[src/hdl/bdalu_pkg.sv]
`default_nettype none
// ----------------------------------------------------------------------------
// bdalu_pkg: shared types for the binary/decimal add-subtract unit
// Holds the operation codes and the packed operation and result records that
// travel between the pipeline registers and the arithmetic core.
// ----------------------------------------------------------------------------
package bdalu_pkg;

    // Operation kind codes.
    typedef enum logic {
        KIND_ADC = 1'b0,
        KIND_SBC = 1'b1
    } kind_t;

    // Largest valid BCD digit and the nibble correction amount.
    localparam logic [3:0] BCD_MAX_DIGIT = 4'd9;
    localparam logic [3:0] BCD_ADJUST    = 4'd6;

    // One operation as captured at the input register.
    typedef struct packed {
        kind_t      kind;
        logic [7:0] accumulator;
        logic [7:0] operand;
        logic       carry_in;
        logic       decimal_mode;
    } op_t;

    // One result with its flags.
    typedef struct packed {
        logic [7:0] result;
        logic       carry_out;
        logic       overflow_out;
        logic       negative_out;
        logic       zero_out;
    } res_t;

endpackage
`default_nettype wire

[src/hdl/bdalu_core.sv]
`default_nettype none
// ----------------------------------------------------------------------------
// bdalu_core: add-with-carry / subtract-with-borrow datapath
// Combinational binary and packed-BCD arithmetic with the classic flag rules:
// decimal add takes zero from the binary sum and negative/overflow from the
// upper digit before correction; decimal subtract takes all flags from the
// binary difference.
// ----------------------------------------------------------------------------
module bdalu_core
    import bdalu_pkg::*;
(
    input  op_t  op,
    output res_t res
);

    logic [7:0] a;
    logic [7:0] b;
    logic       borrow;

    // Binary sum and difference, one guard bit each.
    logic [8:0] sum;
    logic [8:0] diff;

    // Decimal add digits.
    logic [4:0] add_lo;
    logic [5:0] add_lo_adj;
    logic [4:0] add_hi;
    logic [5:0] add_hi_adj;

    // Decimal subtract digits, five-bit two's complement.
    logic [4:0] sub_lo;
    logic [4:0] sub_lo_adj;
    logic [4:0] sub_hi;
    logic [4:0] sub_hi_adj;

    assign a      = op.accumulator;
    assign b      = op.operand;
    assign borrow = ~op.carry_in;

    // Binary arithmetic shared by both modes.
    assign sum  = {1'b0, a} + {1'b0, b} + {8'd0, op.carry_in};
    assign diff = {1'b0, a} - {1'b0, b} - {8'd0, borrow};

    // Decimal add: correct the low digit, ripple its carry, then the high digit.
    assign add_lo     = {1'b0, a[3:0]} + {1'b0, b[3:0]} + {4'd0, op.carry_in};
    assign add_lo_adj = (add_lo > {1'b0, BCD_MAX_DIGIT})
                        ? ({1'b0, add_lo} + {2'd0, BCD_ADJUST}) : {1'b0, add_lo};
    assign add_hi     = {1'b0, a[7:4]} + {1'b0, b[7:4]} + {4'd0, add_lo_adj[5] | add_lo_adj[4]};
    assign add_hi_adj = (add_hi > {1'b0, BCD_MAX_DIGIT})
                        ? ({1'b0, add_hi} + {2'd0, BCD_ADJUST}) : {1'b0, add_hi};

    // Decimal subtract: a negative low digit is corrected and borrows from the high one.
    assign sub_lo     = {1'b0, a[3:0]} - {1'b0, b[3:0]} - {4'd0, borrow};
    assign sub_hi     = {1'b0, a[7:4]} - {1'b0, b[7:4]} - {4'd0, sub_lo[4]};
    assign sub_lo_adj = sub_lo[4] ? (sub_lo - {1'b0, BCD_ADJUST}) : sub_lo;
    assign sub_hi_adj = sub_hi[4] ? (sub_hi - {1'b0, BCD_ADJUST}) : sub_hi;

    // Select the result and flags for the operation and mode.
    always_comb
    begin
        res = '0;
        case (op.kind)
            KIND_ADC:
            begin
                res.zero_out = (sum[7:0] == 8'd0);
                if (op.decimal_mode)
                begin
                    res.result       = {add_hi_adj[3:0], add_lo_adj[3:0]};
                    res.carry_out    = |add_hi_adj[5:4];
                    res.negative_out = add_hi[3];
                    res.overflow_out = (add_hi[3] ^ a[7]) & ~(a[7] ^ b[7]);
                end
                else
                begin
                    res.result       = sum[7:0];
                    res.carry_out    = sum[8];
                    res.negative_out = sum[7];
                    res.overflow_out = ~(a[7] ^ b[7]) & (a[7] ^ sum[7]);
                end
            end
            KIND_SBC:
            begin
                res.carry_out    = ~diff[8];
                res.negative_out = diff[7];
                res.zero_out     = (diff[7:0] == 8'd0);
                res.overflow_out = (a[7] ^ diff[7]) & (a[7] ^ b[7]);
                res.result       = op.decimal_mode ? {sub_hi_adj[3:0], sub_lo_adj[3:0]}
                                                   : diff[7:0];
            end
            default:
            begin
                res = '0;
            end
        endcase
    end

endmodule
`default_nettype wire

[src/hdl/binary_decimal_add_subtract_alu.sv]
`default_nettype none
// ----------------------------------------------------------------------------
// binary_decimal_add_subtract_alu: 8-bit binary/BCD add and subtract unit
// Input register, combinational arithmetic core and result register.
// ----------------------------------------------------------------------------
// The unit accepts one operation per clock unless the result side holds it back,
// and passes each operation through the input register and then the result
// register. Both registers advance whenever the stage after them is empty or
// being drained, so with out_ready held high the throughput is one transfer
// per cycle; the short path through the arithmetic core sets the clock limit.
module binary_decimal_add_subtract_alu
    import bdalu_pkg::*;
(
    input  wire logic       clk,
    input  wire logic       rst_n,
    input  wire logic       in_valid,
    output logic            in_ready,
    input  wire logic       kind,
    input  wire logic [7:0] accumulator,
    input  wire logic [7:0] operand,
    input  wire logic       carry_in,
    input  wire logic       decimal_mode,
    output logic            out_valid,
    input  wire logic       out_ready,
    output logic [7:0]      result,
    output logic            carry_out,
    output logic            overflow_out,
    output logic            negative_out,
    output logic            zero_out
);

    op_t  op_reg;
    logic op_valid_reg;
    res_t res_reg;
    logic res_valid_reg;
    res_t res_next;
    logic res_ready;

    // Each stage takes a new transfer when it is empty or being emptied.
    assign res_ready = ~res_valid_reg | out_ready;
    assign in_ready  = ~op_valid_reg | res_ready;

    // Input register valid.
    always_ff @(posedge clk or negedge rst_n)
    begin
        if (!rst_n)
        begin
            op_valid_reg <= 1'b0;
        end
        else if (in_ready)
        begin
            op_valid_reg <= in_valid;
        end
    end

    // Input register payload.
    always_ff @(posedge clk)
    begin
        if (in_valid && in_ready)
        begin
            op_reg.kind         <= kind_t'(kind);
            op_reg.accumulator  <= accumulator;
            op_reg.operand      <= operand;
            op_reg.carry_in     <= carry_in;
            op_reg.decimal_mode <= decimal_mode;
        end
    end

    // Arithmetic core.
    bdalu_core u_core
    (
        .op  (op_reg),
        .res (res_next)
    );

    // Result register valid.
    always_ff @(posedge clk or negedge rst_n)
    begin
        if (!rst_n)
        begin
            res_valid_reg <= 1'b0;
        end
        else if (res_ready)
        begin
            res_valid_reg <= op_valid_reg;
        end
    end

    // Result register payload.
    always_ff @(posedge clk)
    begin
        if (op_valid_reg && res_ready)
        begin
            res_reg <= res_next;
        end
    end

    // Output ports.
    assign out_valid    = res_valid_reg;
    assign result       = res_reg.result;
    assign carry_out    = res_reg.carry_out;
    assign overflow_out = res_reg.overflow_out;
    assign negative_out = res_reg.negative_out;
    assign zero_out     = res_reg.zero_out;

endmodule
`default_nettype wire

[config.mk]
export PLATFORM = sky130hd
export DESIGN_NAME = binary_decimal_add_subtract_alu
export DESIGN_NICKNAME = d
export VERILOG_FILES = /design/src/hdl/bdalu_pkg.sv /design/src/hdl/bdalu_core.sv /design/src/hdl/binary_decimal_add_subtract_alu.sv
export SDC_FILE = /design/constraint.sdc
export NUM_CORES = 1
export LEC_CHECK = 0
export BUFFER_PORTS_ARGS = -buffer_cell sky130_fd_sc_hd__buf_2
export CAP_MARGIN = 40
export CORE_MARGIN = 2
export CORE_UTILIZATION = 53
export DETAILED_ROUTE_END_ITERATION = 16
export PLACE_DENSITY = 0.77
export SLEW_MARGIN = 20
export SYNTH_ARGS = -nofsm -noshare
export SYNTH_HDL_FRONTEND = slang
export SYNTH_HIERARCHICAL = 1
export SYNTH_SLANG_ARGS = --single-unit
[constraint.sdc]
create_clock -name clk -period 3.75 [get_ports clk]
set_input_delay 0.1875 -clock clk [delete_from_list [all_inputs] [get_ports clk]]
set_output_delay 0.1875 -clock clk [all_outputs]
set_load 0.02 [all_outputs]
==> reports/qor.yml <==
synth_nets: 352
ys_seq_area_share_pct: 32.3
slew_viol_final: 0
synth.area.top_cells: "edfxtp_1, ha_1, fa_1"
die_w_um: 79.7
setup_ws_ns: -0.258
slowest_stage: "fa_2"
gp_congestion: 0.923
clock-sinks: 33
syn_area_um2: 3040
async_flop_share_pct: 6.06
core.rowCount: 27
period_share_pct: 107
hpwlAfterDp_mm: 5.18
diodes: 0
reg2reg_from: "op_reg[2]"
synth_ff_type: "edfxtp_1"
grt_pass1_wl_mm: 11.3
via_count: 2506
clk_pin_slew_ns: 0.08
cts_buffer_depth: 2
start_kind: "flip-flop"
worst-slew-pin-transition_ns: 0.790
core-area_um2: 5510
cap_viol_max_count: 0
dr.first_iter.drc_count: 194
wl_per_cell_um: 15.5
ys_types: 68
clock_latency_ns: 0.30
grt-ovfl-total: 0
hold_path_depth: 1
yosys-top-cells-count: "inv_1, edfxtp_1, ha_1, a21oi_1, xnor2_1"
cts_tree: "done"
die_h_um: 79.7
syn_inst: 294
status: "complete, but fails checks"
ys_ff_latch: 33
h-tree-depth: 2
largest_reg_flops: 19
dieArea_um2: 6350
power_density_nw_per_um2: 424
syn_to_final_growth_pct: 25.1
worst_hold_path.endpoint: "op_reg[9]"
synth_top_area_share_pct: 30.7
port_buffers: 36
grt_usage_pct: 23.4
drive_gt1_share_pct: 37.5
cts-buffers-inserted: 5
yosys.cell_count.top_type: "inv_1"
drt.antenna.violating_nets: 0
critPathRequiredTime_ns: 3.79
finalSetupViolations: 4
power_leakage_nw: 1.60
syn_area_per_cell_um2: 10.3
grt_pass1_vias: 2482
max_freq_ghz: 0.250
period_needed_ns: 4.01
hp-start: "operand[7]"
violations: "setup timing"
worstRegToRegCells: 18
wirelength_mm: 6.89
initial_core_util_pct: 55.1
r2r-end: "result[5]"
drc: 0
r2r_slack_ns: -0.26
worstPathCellList: "inv_2, fa_2, nand2b_4, a21oi_2, or3_4, and2_4, nor2_4, mux2_4, fa_2, inv_2, fa_2, inv_2, ha_4, nand2_2, o21ai_2, o21a_2, xnor2_1, mux4_2"
hold_path.class: "in -> reg"
firstDrtPassIters: 4
critPathKind: "reg -> reg"
rsz0062_at_grt: "true"
crit_path_max_fanout: 3
ys_warn_count: 6
max_stage_delay_ns: 0.44
final_nets: 428
synth_enable_flop_cells: 31
arrival_ns: 4.05
io-pin-count: 37
hold_viol: 0
whs_ns: 0.0599
grt_start_max_net_pins: 21
end_kind: "flip-flop"
antenna_found_initial: 0
finClkSkew_ns: 0.00935
pre_cts_ws_ns: -0.285
viasPerCell: 5.66
yosysTopAreaCell: "edfxtp_1"
peakVddDrop_v: 0.000188
slew_headroom_pct: 47.3
root_buffer: "clkbuf_8"
-- layout by cell type, fill, tap and decap left out, drive strengths merged, types with 3 or more instances in the layout --
cell	count
nor4	3
nand2	12
nor3	10
a2111oi	5
nand3b	5
o211ai	6
edfxtp	31
nand3	3
o21a	3
xor2	9
o21ai	13
clkbuf	5
inv	39
mux2i	5
ha	28
fa	7
mux4	3
buf	75
and2	4
a21oi	18
nand2b	9
clkinv	3
nor2b	5
xnor2	14
nor2	11
-- cells by family (layout without fill, tap and decap cells) --
logic type,Yosys count,after routing,share of synthesized area (%)
muxes,9,9,4.24
AOI/OAI and AO/OA,70,70,18.5
buffers and inverters,47,124,6.34
xor gates and xnor gates,23,23,7.13
DFF,33,33,32.3
and+or+nand+nor,77,77,15.3
adders and majority gates,35,35,16.2
-- worst max path at each step --
| stage | from | end | slack (ns) |
|---|---|---|---|
| finish | op_reg[2] | result[5] | -0.26 |
| global route | op_reg[2] | result[5] | -0.37 |
| CTS | op_reg[2] | result[5] | -0.24 |
| detailed placement | op_reg[1] | result[7] | -0.28 |
| global placement | op_reg[1] | result[6] | -0.20 |
| floorplan | op_reg[11] | result[5] | -0.14 |
-- worst max-delay path: cells and delay by family (launching register included) --
kind                     cells  cell delay (ns)
adder cells (fa/ha/maj)      4             1.17
AND/OR/NAND/NOR              5             0.81
multiplexers                 2             0.75
flip-flops                   1             0.43
AO/OA/AOI/OAI                3             0.30
buffers and inverters        3             0.26
XOR/XNOR                     1             0.06
-- cell type report --
| cell class | count | area, um^2 |
|---|---|---|
| Inverter | 40 | 150 |
| Clock buffer | 5 | 68.8 |
| Sequential cell | 33 | 981 |
| Tap cell | 72 | 90.1 |
| Clock inverter | 3 | 17.5 |
| Fill cell | 405 | 1710 |
| Timing Repair Buffer | 76 | 487 |
| Multi-Input combinational cell | 214 | 2010 |
-- metal layers --
layer,routed length [um],vias to the layer above,global-route usage [%],share of wire [%]
met1,3000,1181,29.3,44
li1,-,1219,-,-
met5,0,-,0,0
met2,3400,92,39.2,49
met3,348,14,4.98,5.1
met4,135,0,9.48,2.0
-- power breakdown --
| group | internal (mW) | total, mW | switching [mW] |
|---|---|---|---|
| registers | 0.458 | 0.481 | 0.0238 |
| clock network | 0.128 | 0.271 | 0.143 |
| logic | 0.412 | 0.859 | 0.447 |
| total | 0.998 | 1.61 | 0.614 |
-- stage by stage --
stage / utilization (%) / setup TNS, ns / instances / cell area [um^2] / total power [mW]
6_report: 69.0 / -0.631 / 443 / 3800 / 1.61
5_1_grt: 69.0 / -1.20 / 443 / 3800 / 1.71
4_1_cts: 67.7 / -0.637 / 437 / 3730 / 1.57
3_5_place_dp: 64.8 / -0.897 / 426 / 3570 / 1.27
3_3_place_gp: 64.8 / -0.520 / 426 / 3570 / 1.23
2_1_floorplan: - / -0.149 / 294 / 3110 / 1.04
-- timing repair --
action	in CTS	in global routing
pin swaps	6	11
buffers inserted	2	6
resized for setup	8	8
hold buffers	1	0
setup endpoints to repair	4	5
hold endpoints to repair	2	0
cloned	0	0
Note: power is estimated with default switching activity, not from simulation.
